===== src/hw/rtl/tkm_pkg.sv =====
// Shared types, constants and helpers for the timestamp k-way merge block.
// Used by tkm_cell and timestamp_kway_merge_core; depends on nothing else.

package tkm_pkg;

	// Sizing of the merge.
	localparam int MAX_STREAMS = 16;
	localparam int TIME_BITS   = 48;
	localparam int HANDLE_BITS = 32;
	localparam int STREAM_BITS = 4;
	localparam int CFG_BITS    = 5;
	localparam int SLOT_BITS   = (MAX_STREAMS > 1) ? $clog2(MAX_STREAMS) : 1;
	localparam int CNT_BITS    = $clog2(MAX_STREAMS + 1);

	// Input command codes.
	localparam logic CMD_RECORD = 1'b0;
	localparam logic CMD_END    = 1'b1;

	// Result kind codes.
	localparam logic [1:0] KIND_RECORD   = 2'd0;
	localparam logic [1:0] KIND_FINISHED = 2'd1;
	localparam logic [1:0] KIND_REJECT   = 2'd2;

	// Contents of one slot head.
	typedef struct packed {
		logic [STREAM_BITS-1:0] src;
		logic [TIME_BITS-1:0]   tstamp;
		logic [HANDLE_BITS-1:0] rec_handle;
	} slot_data_t;

	// Running minimum that travels down the row of cells.
	typedef struct packed {
		logic                 vld;
		logic                 found;
		logic [SLOT_BITS-1:0] idx;
		slot_data_t           data;
	} scan_tok_t;

	// Number of streams in use, with out-of-range counts clamped.
	function automatic logic [CNT_BITS-1:0] active_count(input logic [CFG_BITS-1:0] cfg);
		logic [CNT_BITS-1:0] n;
		if (cfg == '0) begin
			n = CNT_BITS'(1);
		end else if (32'(cfg) > MAX_STREAMS) begin
			n = CNT_BITS'(MAX_STREAMS);
		end else begin
			n = CNT_BITS'(cfg);
		end
		return n;
	endfunction

endpackage


===== src/hw/rtl/timestamp_kway_merge_core.sv =====
// Top level of the timestamp k-way merge: control sequencer and row of cells.
// Depends on tkm_pkg and tkm_cell.
//
// Usage: write stream_count through cfg_wr_en/cfg_wr_data while the block is
// idle. After reset the block is in the fill phase and takes the first item
// of each stream in stream order; those transfers return nothing until the
// last one, which returns the first merged result; a wrong stream is rejected.
// After that, every input transfer refills (or ends) the stream named in the
// last merged record and returns the next merged record, a "finished" result
// once no stream is left, or a reject when the item came from another stream.
// Sequencing: a fill item that returns nothing leaves the block idle and ready
// for the next item. A reject is held as a pending result and enters the
// output register once that register is free. An item that causes an emission
// starts the minimum scan, which moves one slot cell per cycle down the row.
// The next input transfer is taken in the cycle after the result is loaded
// into the output register.
// Reset clears the fill state, the slot count and the handshakes; the stream
// count returns to one. A stalled result stays in the output register while
// the next input is taken; a new result waits until that register is free.

module timestamp_kway_merge_core import tkm_pkg::*; (
	input  logic                   clk,
	input  logic                   arst_n,
	input  logic                   cfg_wr_en,
	input  logic [CFG_BITS-1:0]    cfg_wr_data,
	input  logic                   in_valid,
	output logic                   in_stall,
	input  logic                   command,
	input  logic [STREAM_BITS-1:0] source_stream,
	input  logic [TIME_BITS-1:0]   time_mark,
	input  logic [HANDLE_BITS-1:0] record_handle,
	output logic                   out_valid,
	input  logic                   out_stall,
	output logic [1:0]             result_kind,
	output logic [STREAM_BITS-1:0] out_stream,
	output logic [TIME_BITS-1:0]   out_time,
	output logic [HANDLE_BITS-1:0] out_handle
);

	typedef enum logic [1:0] {ST_IDLE, ST_SCAN, ST_OUT} state_t;
	typedef enum logic [1:0] {DEC_NONE, DEC_SCAN, DEC_REJECT} dec_t;

	state_t                 state_q;
	logic [CFG_BITS-1:0]    stream_cnt_q;
	logic                   filling_q;
	logic [CNT_BITS-1:0]    fill_q;
	logic [CNT_BITS-1:0]    live_q;
	logic [SLOT_BITS-1:0]   awaited_q;
	logic [STREAM_BITS-1:0] await_src_q;
	logic                   go_q;

	logic [1:0]             pend_kind_q;
	logic [STREAM_BITS-1:0] pend_stream_q;
	logic [TIME_BITS-1:0]   pend_time_q;
	logic [HANDLE_BITS-1:0] pend_handle_q;

	logic                   out_valid_q;
	logic [1:0]             out_kind_q;
	logic [STREAM_BITS-1:0] out_stream_q;
	logic [TIME_BITS-1:0]   out_time_q;
	logic [HANDLE_BITS-1:0] out_handle_q;

	scan_tok_t  tok_w [MAX_STREAMS+1];
	slot_data_t head_w [MAX_STREAMS];
	logic [MAX_STREAMS-1:0] live_vec;
	logic [MAX_STREAMS-1:0] cell_we;

	logic                   in_acc;
	logic                   out_free;
	logic [CNT_BITS-1:0]    act_n;
	logic [SLOT_BITS-1:0]   last_slot;
	dec_t                   dec;
	logic                   fill_adv;
	logic                   fill_end;
	logic                   live_inc;
	logic                   live_dec;
	logic [STREAM_BITS-1:0] rej_stream;
	logic                   we;
	logic [SLOT_BITS-1:0]   we_slot;
	slot_data_t             wd;
	scan_tok_t              end_tok;

	assign in_stall  = (state_q != ST_IDLE);
	assign in_acc    = in_valid && !in_stall;
	assign out_free  = !out_valid_q || !out_stall;
	assign act_n     = active_count(stream_cnt_q);
	assign last_slot = SLOT_BITS'(live_q - CNT_BITS'(1));
	assign end_tok   = tok_w[MAX_STREAMS];

	// Decode of an input transfer against the current merge state.
	always_comb begin
		dec        = DEC_NONE;
		fill_adv   = 1'b0;
		fill_end   = 1'b0;
		live_inc   = 1'b0;
		live_dec   = 1'b0;
		rej_stream = '0;
		we         = 1'b0;
		we_slot    = '0;
		wd.src        = source_stream;
		wd.tstamp     = time_mark;
		wd.rec_handle = record_handle;
		if (filling_q) begin
			if (fill_q >= act_n) begin
				dec      = DEC_SCAN;
				fill_end = 1'b1;
			end else if (32'(source_stream) != 32'(fill_q)) begin
				dec        = DEC_REJECT;
				rej_stream = STREAM_BITS'(fill_q);
			end else begin
				if (command == CMD_RECORD && 32'(live_q) < MAX_STREAMS) begin
					we       = 1'b1;
					we_slot  = SLOT_BITS'(live_q);
					live_inc = 1'b1;
				end
				fill_adv = 1'b1;
				if ((fill_q + CNT_BITS'(1)) >= act_n) begin
					dec      = DEC_SCAN;
					fill_end = 1'b1;
				end
			end
		end else begin
			if (live_q == '0 || CNT_BITS'(awaited_q) >= live_q) begin
				dec = DEC_REJECT;
			end else if (source_stream != await_src_q) begin
				dec        = DEC_REJECT;
				rej_stream = await_src_q;
			end else if (command == CMD_RECORD) begin
				dec     = DEC_SCAN;
				we      = 1'b1;
				we_slot = awaited_q;
			end else begin
				dec      = DEC_SCAN;
				live_dec = 1'b1;
				if (awaited_q != last_slot) begin
					we      = 1'b1;
					we_slot = awaited_q;
					wd      = head_w[last_slot];
				end
			end
		end
	end

	// Scan token entering the first cell.
	assign tok_w[0].vld   = go_q;
	assign tok_w[0].found = 1'b0;
	assign tok_w[0].idx   = '0;
	assign tok_w[0].data  = '0;

	// Row of slot cells.
	for (genvar i = 0; i < MAX_STREAMS; i++) begin : g_cell
		assign live_vec[i] = (CNT_BITS'(i) < live_q);
		assign cell_we[i]  = in_acc && we && (we_slot == SLOT_BITS'(i));

		tkm_cell u_cell (
			.clk      (clk),
			.arst_n   (arst_n),
			.cell_idx (SLOT_BITS'(i)),
			.live     (live_vec[i]),
			.wr_en    (cell_we[i]),
			.wr_data  (wd),
			.tok_in   (tok_w[i]),
			.tok_out  (tok_w[i+1]),
			.head     (head_w[i])
		);
	end

	// Sequencer, merge state and output register.
	always_ff @(posedge clk or negedge arst_n) begin
		if (!arst_n) begin
			state_q       <= ST_IDLE;
			stream_cnt_q  <= CFG_BITS'(1);
			filling_q     <= 1'b1;
			fill_q        <= '0;
			live_q        <= '0;
			awaited_q     <= '0;
			await_src_q   <= '0;
			go_q          <= 1'b0;
			pend_kind_q   <= KIND_RECORD;
			pend_stream_q <= '0;
			pend_time_q   <= '0;
			pend_handle_q <= '0;
			out_valid_q   <= 1'b0;
			out_kind_q    <= KIND_RECORD;
			out_stream_q  <= '0;
			out_time_q    <= '0;
			out_handle_q  <= '0;
		end else begin
			go_q <= 1'b0;
			if (cfg_wr_en) begin
				stream_cnt_q <= cfg_wr_data;
			end
			// A pending result enters the output register once it is free;
			// otherwise a result transfer empties the register.
			if (state_q == ST_OUT && out_free) begin
				out_valid_q  <= 1'b1;
				out_kind_q   <= pend_kind_q;
				out_stream_q <= pend_stream_q;
				out_time_q   <= pend_time_q;
				out_handle_q <= pend_handle_q;
			end else if (out_valid_q && !out_stall) begin
				out_valid_q <= 1'b0;
			end
			unique case (state_q)
				ST_IDLE: begin
					if (in_acc) begin
						if (fill_adv) begin
							fill_q <= fill_q + CNT_BITS'(1);
						end
						if (fill_end) begin
							filling_q <= 1'b0;
						end
						if (live_inc) begin
							live_q <= live_q + CNT_BITS'(1);
						end else if (live_dec) begin
							live_q <= live_q - CNT_BITS'(1);
						end
						unique case (dec)
							DEC_SCAN: begin
								go_q    <= 1'b1;
								state_q <= ST_SCAN;
							end
							DEC_REJECT: begin
								pend_kind_q   <= KIND_REJECT;
								pend_stream_q <= rej_stream;
								pend_time_q   <= '0;
								pend_handle_q <= '0;
								state_q       <= ST_OUT;
							end
							default: begin
								state_q <= ST_IDLE;
							end
						endcase
					end
				end
				ST_SCAN: begin
					if (end_tok.vld) begin
						if (end_tok.found) begin
							pend_kind_q   <= KIND_RECORD;
							pend_stream_q <= end_tok.data.src;
							pend_time_q   <= end_tok.data.tstamp;
							pend_handle_q <= end_tok.data.rec_handle;
							awaited_q     <= end_tok.idx;
							await_src_q   <= end_tok.data.src;
						end else begin
							pend_kind_q   <= KIND_FINISHED;
							pend_stream_q <= '0;
							pend_time_q   <= '0;
							pend_handle_q <= '0;
						end
						state_q <= ST_OUT;
					end
				end
				ST_OUT: begin
					if (out_free) begin
						state_q <= ST_IDLE;
					end
				end
				default: begin
					state_q <= ST_IDLE;
				end
			endcase
		end
	end

	assign out_valid   = out_valid_q;
	assign result_kind = out_kind_q;
	assign out_stream  = out_stream_q;
	assign out_time    = out_time_q;
	assign out_handle  = out_handle_q;

endmodule


===== src/hw/rtl/tkm_cell.sv =====
// One slot of the merge: holds a slot head and one stage of the minimum scan.
// Depends on tkm_pkg for the slot and scan token types.

module tkm_cell import tkm_pkg::*; (
	input  logic                 clk,
	input  logic                 arst_n,
	input  logic [SLOT_BITS-1:0] cell_idx,
	input  logic                 live,
	input  logic                 wr_en,
	input  slot_data_t           wr_data,
	input  scan_tok_t            tok_in,
	output scan_tok_t            tok_out,
	output slot_data_t           head
);

	slot_data_t head_q;
	logic       tok_vld_q;
	logic       tok_found_q;
	logic [SLOT_BITS-1:0] tok_idx_q;
	slot_data_t tok_data_q;
	logic       take;

	// This slot wins when it is live and not later than the best so far;
	// ties go to the higher slot, which is the later cell in the row.
	assign take = live && (!tok_in.found || (head_q.tstamp <= tok_in.data.tstamp));

	// Slot head storage.
	always_ff @(posedge clk) begin
		if (wr_en) begin
			head_q <= wr_data;
		end
	end

	// Scan stage control.
	always_ff @(posedge clk or negedge arst_n) begin
		if (!arst_n) begin
			tok_vld_q <= 1'b0;
		end else begin
			tok_vld_q <= tok_in.vld;
		end
	end

	// Scan stage payload.
	always_ff @(posedge clk) begin
		if (take) begin
			tok_found_q <= 1'b1;
			tok_idx_q   <= cell_idx;
			tok_data_q  <= head_q;
		end else begin
			tok_found_q <= tok_in.found;
			tok_idx_q   <= tok_in.idx;
			tok_data_q  <= tok_in.data;
		end
	end

	assign tok_out.vld   = tok_vld_q;
	assign tok_out.found = tok_found_q;
	assign tok_out.idx   = tok_idx_q;
	assign tok_out.data  = tok_data_q;
	assign head          = head_q;

endmodule


===== config.mk =====
export PLATFORM = sky130hd
export DESIGN_NAME = timestamp_kway_merge_core
export DESIGN_NICKNAME = d
export VERILOG_FILES = /design/src/hw/rtl/tkm_pkg.sv /design/src/hw/rtl/timestamp_kway_merge_core.sv /design/src/hw/rtl/tkm_cell.sv
export SDC_FILE = /design/constraint.sdc
export NUM_CORES = 2
export LEC_CHECK = 0
export BUFFER_PORTS_ARGS = -buffer_cell sky130_fd_sc_hd__buf_4
export CORE_MARGIN = 3
export CORE_UTILIZATION = 45
export DETAILED_ROUTE_END_ITERATION = 8
export SLEW_MARGIN = 25
export SYNTH_ARGS = -nofsm -noshare
export SYNTH_HDL_FRONTEND = slang
export SYNTH_SLANG_ARGS = --single-unit

===== constraint.sdc =====
create_clock -name clk -period 7.75 [get_ports clk]
set_input_delay 0.3875 -clock clk [delete_from_list [all_inputs] [get_ports clk]]
set_output_delay 0.3875 -clock clk [all_outputs]
set_load 0.1 [all_outputs]

# Word level (Yosys, flattened, before mapping)
# Index checks and enable logic that the tools add are counted.
[totals] regBits=2969 input_bits=95 output_inout_bits=88 elab_cells=411
[op_classes] addsub=3 order_cmp=37 n_eq_ne=26 muxes=98 bitwise_logic=2 reduce_logical=85
[ops] cell="$mux W84" n=22
[ops] cell="$le A48 B48 Y1" n=15
[ops] cell="$bmux W84 S4" n=1
[ops] cell="$mux W48" n=4
[ops] cell="$mux W32" n=4
[ops] cell="$pmux W48 S2" n=1
[ops] cell="$mux W4" n=17
[ops] cell="$pmux W32 S2" n=1
[ops] cell="$lt A4 B5 Y1 const A" n=8
[ops] cell="$logic_and A1 B1 Y1" n=36
[ops] cell="$eq A4 B4 Y1 const B" n=8
[ops] cell="$mux W1" n=29
[ops] cell="$mux W2" n=11
[ops] cell="$lt A3 B5 Y1 const A" n=4
[ops] cell="$mux W5" n=4
[ops] cell="$logic_not A1 Y1" n=18
[ops] cell="$logic_or A1 B1 Y1" n=17
[ops] cell="$eq A4 B3 Y1 const B" n=4
[ops] cell="$reduce_and A3 Y1" n=5
[ops] cell="$add A5 B1 Y5 const B" n=2
[ops] cell="$ge A5 B5 Y1" n=2
[ops] cell="$logic_not A5 Y1" n=2
[ops] cell="$lt A1 B5 Y1 const A" n=2
[ops] cell="$lt A2 B5 Y1 const A" n=2
[ops] cell="22 further kinds" n=32

# Depth between registers and ports, before layout
[logic_depth] word_depth=12 mapped_depth=13 ltp_nobuf=11

# Modules after synthesis
# From an unflattened synthesis, not the netlist that was laid out.
[hier_totals] cells_unflattened=8700 hier_area_um2=127518.6
[modules_own_cells] module="tkm_cell at g_cell[0].u_cell ..." n_inst=14 cells_each=450 area_each_um2=6722.7 seq_area_each_um2=4329.2
[modules_own_cells] module="timestamp_kway_merge_core" n_inst=1 cells_each=1498 area_each_um2=20017.9 seq_area_each_um2=5007.3
[modules_own_cells] module="tkm_cell at g_cell[8].u_cell ..." n_inst=2 cells_each=451 area_each_um2=6691.4 seq_area_each_um2=4329.2

# Worst setup path after synthesis
# OpenSTA, ideal clock, no wires.
[synth_timing] path_type="register -> register" from="register stream_cnt_q[1]" to="register g_cell[13].u_cell.head_q, in the netlist g_cell[13].u_cell.head[0], enable pin" setup_ns=0.527 t_arrival_ns=5.987 required_ns=7.223 setup_slack_ns=1.237 path_stages_with_launch=12 path_buffers=0 synth_period_minus_slack_ns=6.513 path_cell_list="dfrtp_1 -> nor3_1 -> nor2_1 -> nor2_1 -> ha_1 -> nor2b_1 -> o21ai_0 -> a31oi_1 -> nor4b_2 -> a22o_1 -> nand2_1 -> nor2_1"
[synth_between] elab_chain_len=8 elab_cells_between_ends=12 cone_classes="order compare: 2; eq/ne: 1; mux: 6; reduce/logical: 3"
[synth_rtl] item="start, declared" line_no="timestamp_kway_merge_core.sv:44" rtl="logic [CFG_BITS-1:0] stream_cnt_q;"
[synth_rtl] item="start signal, assigned" line_no="timestamp_kway_merge_core.sv:191" rtl="stream_cnt_q <= cfg_wr_data;"
[synth_rtl] item="$gt A5 B5 Y1" line_no="tkm_pkg.sv:44" rtl="end else if (32'(cfg) > MAX_STREAMS) begin"
[synth_rtl] item="$mux W5" line_no="tkm_pkg.sv:44"
[synth_rtl] item="$mux W5 (*)" line_no="tkm_pkg.sv:42" rtl="if (cfg == '0) begin"
[synth_rtl] item="$ge A5 B5 Y1 (*)" line_no="timestamp_kway_merge_core.sv:104" rtl="if (fill_q >= act_n) begin"
[synth_rtl] item="$mux W4 / $mux W1 (equally long branches)" line_no="timestamp_kway_merge_core.sv:104"
[synth_rtl] item="$mux W4 / $mux W1 (equally long branches)" line_no="timestamp_kway_merge_core.sv:103" rtl="if (filling_q) begin"
[synth_rtl] item="$eq A4 B4 Y1 / $logic_and A1 B1 Y1 (equally long branches)" line_no="timestamp_kway_merge_core.sv:153" rtl="assign cell_we[i] = in_acc && we && (we_slot == SLOT_BITS'(i));"
[synth_rtl] item="$logic_and A1 B1 Y1 (*)" line_no="timestamp_kway_merge_core.sv:153"
[synth_rtl] item="named net g_cell[13].u_cell.wr_en" line_no="tkm_cell.sv:9" rtl="input logic wr_en,"
[synth_rtl] item="end signal, assigned" line_no="tkm_cell.sv:30" rtl="head_q <= wr_data;"
[synth_rtl] item="end, declared" line_no="tkm_cell.sv:16" rtl="slot_data_t head_q;"
# Mark *: on every way through the listed nets, which the timed path passes. The rest lies on a longest branch.
# A chain may end at the register's enable or synchronous reset.

# Final worst setup path
[layout_timing] from="register live_q[0]" to="register g_cell[5].u_cell.head_q, in the netlist g_cell[5].u_cell.head[44], enable pin"
[layout_between] elab_chain_len=9 elab_cells_between_ends=26 cone_classes="add/sub: 1; order compare: 2; eq/ne: 2; mux: 16; reduce/logical: 5"
[layout_rtl] item="start, declared" line_no="timestamp_kway_merge_core.sv:47" rtl="logic [CNT_BITS-1:0] live_q;"
[layout_rtl] item="start signal, assigned" line_no="timestamp_kway_merge_core.sv:214" rtl="live_q <= live_q + CNT_BITS'(1);"
[layout_rtl] item="start signal, assigned" line_no="timestamp_kway_merge_core.sv:216" rtl="live_q <= live_q - CNT_BITS'(1);"
[layout_rtl] item="$sub A5 B1 Y5"
[layout_rtl] item="$ne A4 B4 Y1" line_no="timestamp_kway_merge_core.sv:135" rtl="if (awaited_q != last_slot) begin"
[layout_rtl] item="$mux W4 / $mux W1 (equally long branches)" line_no="timestamp_kway_merge_core.sv:135"
[layout_rtl] item="$mux W4 / $mux W1 (equally long branches)" line_no="timestamp_kway_merge_core.sv:128" rtl="end else if (command == CMD_RECORD) begin"
[layout_rtl] item="$mux W4 / $mux W1 (equally long branches)" line_no="timestamp_kway_merge_core.sv:125" rtl="end else if (source_stream != await_src_q) begin"
[layout_rtl] item="$mux W4 / $mux W1 (equally long branches)" line_no="timestamp_kway_merge_core.sv:123" rtl="if (live_q == '0 || CNT_BITS'(awaited_q) >= live_q) begin"
[layout_rtl] item="$mux W4 / $mux W1 (equally long branches)" line_no="timestamp_kway_merge_core.sv:103"
[layout_rtl] item="$eq A4 B3 Y1 / $logic_and A1 B1 Y1 (equally long branches)" line_no="timestamp_kway_merge_core.sv:153"
[layout_rtl] item="$logic_and A1 B1 Y1 (*)" line_no="timestamp_kway_merge_core.sv:153"
[layout_rtl] item="named net g_cell[5].u_cell.wr_en" line_no="tkm_cell.sv:9"
[layout_rtl] item="end signal, assigned" line_no="tkm_cell.sv:30"
[layout_rtl] item="end, declared" line_no="tkm_cell.sv:16"
# Marked as above.

==> impl_metrics.py <==
metrics = {
    "detailed_routing": {
        "drt-pass1-iter-count": 6,
        "wl_met2_um": 164100,
        "wl_met1_um": 154700,
        "drc_errors": 0,
        "vias_per_cell": 5.694,
        "vias": 76290,
        "drt-wirelength-per-cell_um": 26.31,
        "drtIter0Drc": 6189,
        "antenna_left": 0,
        "top_layer": "met4",
        "wirelength_um": 352500,
        "wl_met3_um": 22530,
    },
    "yosys": {
        "synth-edff-count": 1344,
        "netlist_instances": 9115,
        "ys_types": 72,
        "syn_area_mm2": 0.1249,
        "syn_nets": 9950,
        "ys_seq_elements": 2969,
        "synthArstFlopShare_pct": 7.275,
        "syn_avg_cell_area_um2": 13.70,
        "seq_area_frac_synth_pct": 59.23,
        "synth_ff_type": "dfxtp_1",
        "ys.warnings.count": 0,
    },
    "pwr": {
        "total_power_uw": 56970,
        "p_leak_uw": 0.05700,
        "p_per_area_mw_per_mm2": 399.6,
        "ir_worst_vdd_uv": 622.4,
    },
    "sta": {
        "fin_crit_sh_pct": 70.71,
        "rsz0062_at_grt": "false",
        "tns_ns": 0,
        "max_freq_mhz": 182.5,
        "setup_ws_ns": 2.270,
        "hold_violations": 0,
        "period_needed_ns": 5.480,
        "finalMaxSlewViolations": 0,
        "setup_violations": 0,
        "tightest_slew_ns": 1.169,
        "slew_headroom_pct": 21.25,
        "hold_ws_ns": 0.07376,
        "clock_skew_ns": 0.06076,
    },
    "place": {
        "dpl_worst_slack_ns": 2.231,
        "placed_area_mm2": 0.1317,
        "portBuffers": 182,
        "gp_congestion": 0.9129,
        "hpwl_um": 232200,
    },
    "clock_tree": {
        "cts_tree": "yes",
        "clockBufferDepth": 4,
        "cts.clk_slew.worst_paths_ns": 0.06,
        "cts_root_buf": "clkbuf_16",
        "worstSkewPairLatency_ns": 0.90,
        "cts_buffers": 317,
        "cts_resized": 0,
        "clock-sinks": 2969,
        "cts_max_level": 5,
    },
    "setup_path": {
        "reg2reg_depth": 11,
        "crit_arrival_ns": 5.97,
        "worstPathCellList": "buf_4 -> ha_1 -> nand2b_1 -> a31oi_1 -> o2111a_1 -> o41a_1 -> nand2_1 -> o22a_1 -> nor2_4 -> buf_4 -> buf_4",
        "cp-end-kind": "flop",
        "r2r_end": "g_cell[5].u_cell.head[44]$_DFFE_PP_",
        "critPathMaxFanout": 37,
        "cp-start-kind": "flop",
        "crit_required_ns": 8.24,
        "path_class": "reg2reg",
        "r2r_slack_ns": 2.27,
        "cp_slowest_cell": "dfrtp_4",
        "cpPeakStageDelay_ns": 0.99,
        "critical_path.most_common_cell": "buf_4",
        "r2r-start": "live_q[0]$_DFFE_PN0P_",
    },
    "min_path": {
        "hp-class": "in2reg",
        "holdPathStages": 4,
        "min-delay-start": "time_mark[4]",
        "hold_end": "g_cell[0].u_cell.head[36]$_DFFE_PP_",
    },
    "outcome": {
        "status": "finished clean",
    },
    "floorplanning": {
        "ios": 183,
        "fp-row-count": 192,
        "initial_core_util_pct": 45.45,
        "core_area_mm2": 0.2748,
        "die-area_mm2": 0.2839,
        "fp.dieW_um": 532.8,
        "die-height_um": 532.8,
    },
    "global_route": {
        "grt_remaining_overflow": 0,
        "antenna_found_initial": 19,
        "grt_max_degree": 161,
        "grtUsageTotal_pct": 24.36,
        "grt_pass1_wl_um": 518800,
        "grt_pass1_vias": 78420,
    },
    "cells_and_area": {
        "nets": 10270,
        "mostFrequentLayoutCell": "dfxtp_1",
        "n_fill_cell": 23210,
        "drive_above_1_share_pct": 27.08,
        "syn2layout_area_growth_pct": 14.13,
        "final_cell_area_mm2": 0.1426,
        "final_cell_mix": "dfxtp_1, edfxtp_1, mux2_2, inv_1, ha_1",
    },
    "run": {
        "cap_violations": 0,
    },
}
-- Yosys cell counts (28+ instances only) --
cell type / count / share of area, %
nand2b_1: 35 / 0.18
and2_1: 107 / 0.54
buf_2: 59 / 0.24
edfxtp_1: 1344 / 32
o22ai_1: 50 / 0.25
nand3_1: 253 / 1.0
dfrtp_1: 214 / 4.3
a21oi_1: 360 / 1.4
mux2_1: 28 / 0.25
nor3_1: 31 / 0.12
nor2_1: 166 / 0.50
dfxtp_1: 1409 / 23
a21o_1: 53 / 0.32
nand2_1: 556 / 1.7
mux4_2: 336 / 6.1
nand4_1: 143 / 0.72
mux2i_1: 85 / 0.68
nor2b_1: 30 / 0.15
buf_1: 66 / 0.20
clkbuf_1: 262 / 0.79
o311ai_0: 84 / 0.59
o21ai_0: 223 / 0.89
mux2_2: 1312 / 12
and4_1: 33 / 0.23
ha_1: 740 / 7.4
inv_1: 747 / 2.2
a31oi_1: 104 / 0.52
-- sequential cells by signal, summed over array words and instances (netlist names), 2 cells and up --
signal / cells
g_cell.u_cell.head: 1344
g_cell.u_cell.tok_out: 1344
g_cell.u_cell.tok_idx_q: 49
out_time: 48
pend_time_q: 48
out_handle: 32
pend_handle_q: 32
g_cell.u_cell.tok_found_q: 16
g_cell.u_cell.tok_vld_q: 16
fill_q: 5
live_q: 5
stream_cnt_q: 5
await_src_q: 4
awaited_q: 4
out_stream: 4
pend_stream_q: 4
pend_kind_q: 2
result_kind: 2
state_q: 2
-- per-layer routing --
metal  vias to the layer above  GRT usage, %
met3                       568         3.448
met2                      2393         39.46
li1                      34290             -
met4                         0         7.848
met5                         -             0
met1                     39050         33.80
-- how the worst max path moves through the flow --
stage | start | endpoint | slack (ns) | cells after the start
detailed placement | live_q[0]$_DFFE_PN0P_ | g_cell[5].u_cell.head[46]$_DFFE_PP_ | 2.23 | 11
global placement | g_cell[7].u_cell.head[77]$_DFFE_PP_ | g_cell[7].u_cell.tok_out[22]$_DFF_P_ | 0.90 | 9
finish | live_q[0]$_DFFE_PN0P_ | g_cell[5].u_cell.head[44]$_DFFE_PP_ | 2.27 | 11
floorplan | stream_cnt_q[1]$_DFFE_PN0P_ | g_cell[13].u_cell.head[0]$_DFFE_PP_ | 1.24 | 11
CTS | live_q[0]$_DFFE_PN0P_ | g_cell[5].u_cell.head[46]$_DFFE_PP_ | 2.21 | 11
global route | live_q[0]$_DFFE_PN0P_ | g_cell[5].u_cell.head[46]$_DFFE_PP_ | 1.92 | 11
-- critical path: cells and delay by family, from the launching register on --
kind / cells / cell delay [ns]
AO/OA/AOI/OAI: 4 / 1.30
adder cells (fa/ha/maj): 1 / 0.37
buffers and inverters: 3 / 1.88
flip-flops: 1 / 0.99
AND/OR/NAND/NOR: 3 / 0.45
-- report_power, final --
part / internal, uW / switching (uW) / total [uW]
combinational: 8680 / 10800 / 19500
clock: 8820 / 6410 / 15200
sequential: 20400 / 1820 / 22300
-- stage by stage --
| stage | utilization [%] | std cells |
|---|---|---|
| floorplan | - | 9115 |
| global placement | 47.84 | 12770 |
| detailed placement | 47.91 | 12770 |
| CTS | 51.84 | 13390 |
| global route | 51.87 | 13400 |
| finish | 51.87 | 13400 |
-- cell type report --
cell class,instances,area (um2),area share (%)
multi-input combinational,5003,47180,33.09
tap,3686,4612,3.235
antenna,9,22.52,0.01580
timing repair buffer,399,3487,2.446
sequential,2969,73980,51.89
clock buffer,442,8836,6.198
inverter,747,2814,1.974
clock inverter,144,1629,1.143
-- what timing repair did --
| item | 4_1_cts | 5_1_grt |
|---|---|---|
| hold buffers | 33 | 0 |
| endpoints found under the hold margin | 307 | 0 |
| buffers inserted | 0 | 0 |
-- cell families after synthesis --
family / synth area share [%]
flops: 59.23
mux: 19.06
simple gates: 5.500
buf+inv: 3.542
compound gates: 5.091
fa+ha+maj: 7.413
xor+xnor: 0.1683
No activity file was read; power rests on OpenSTA's default activity.
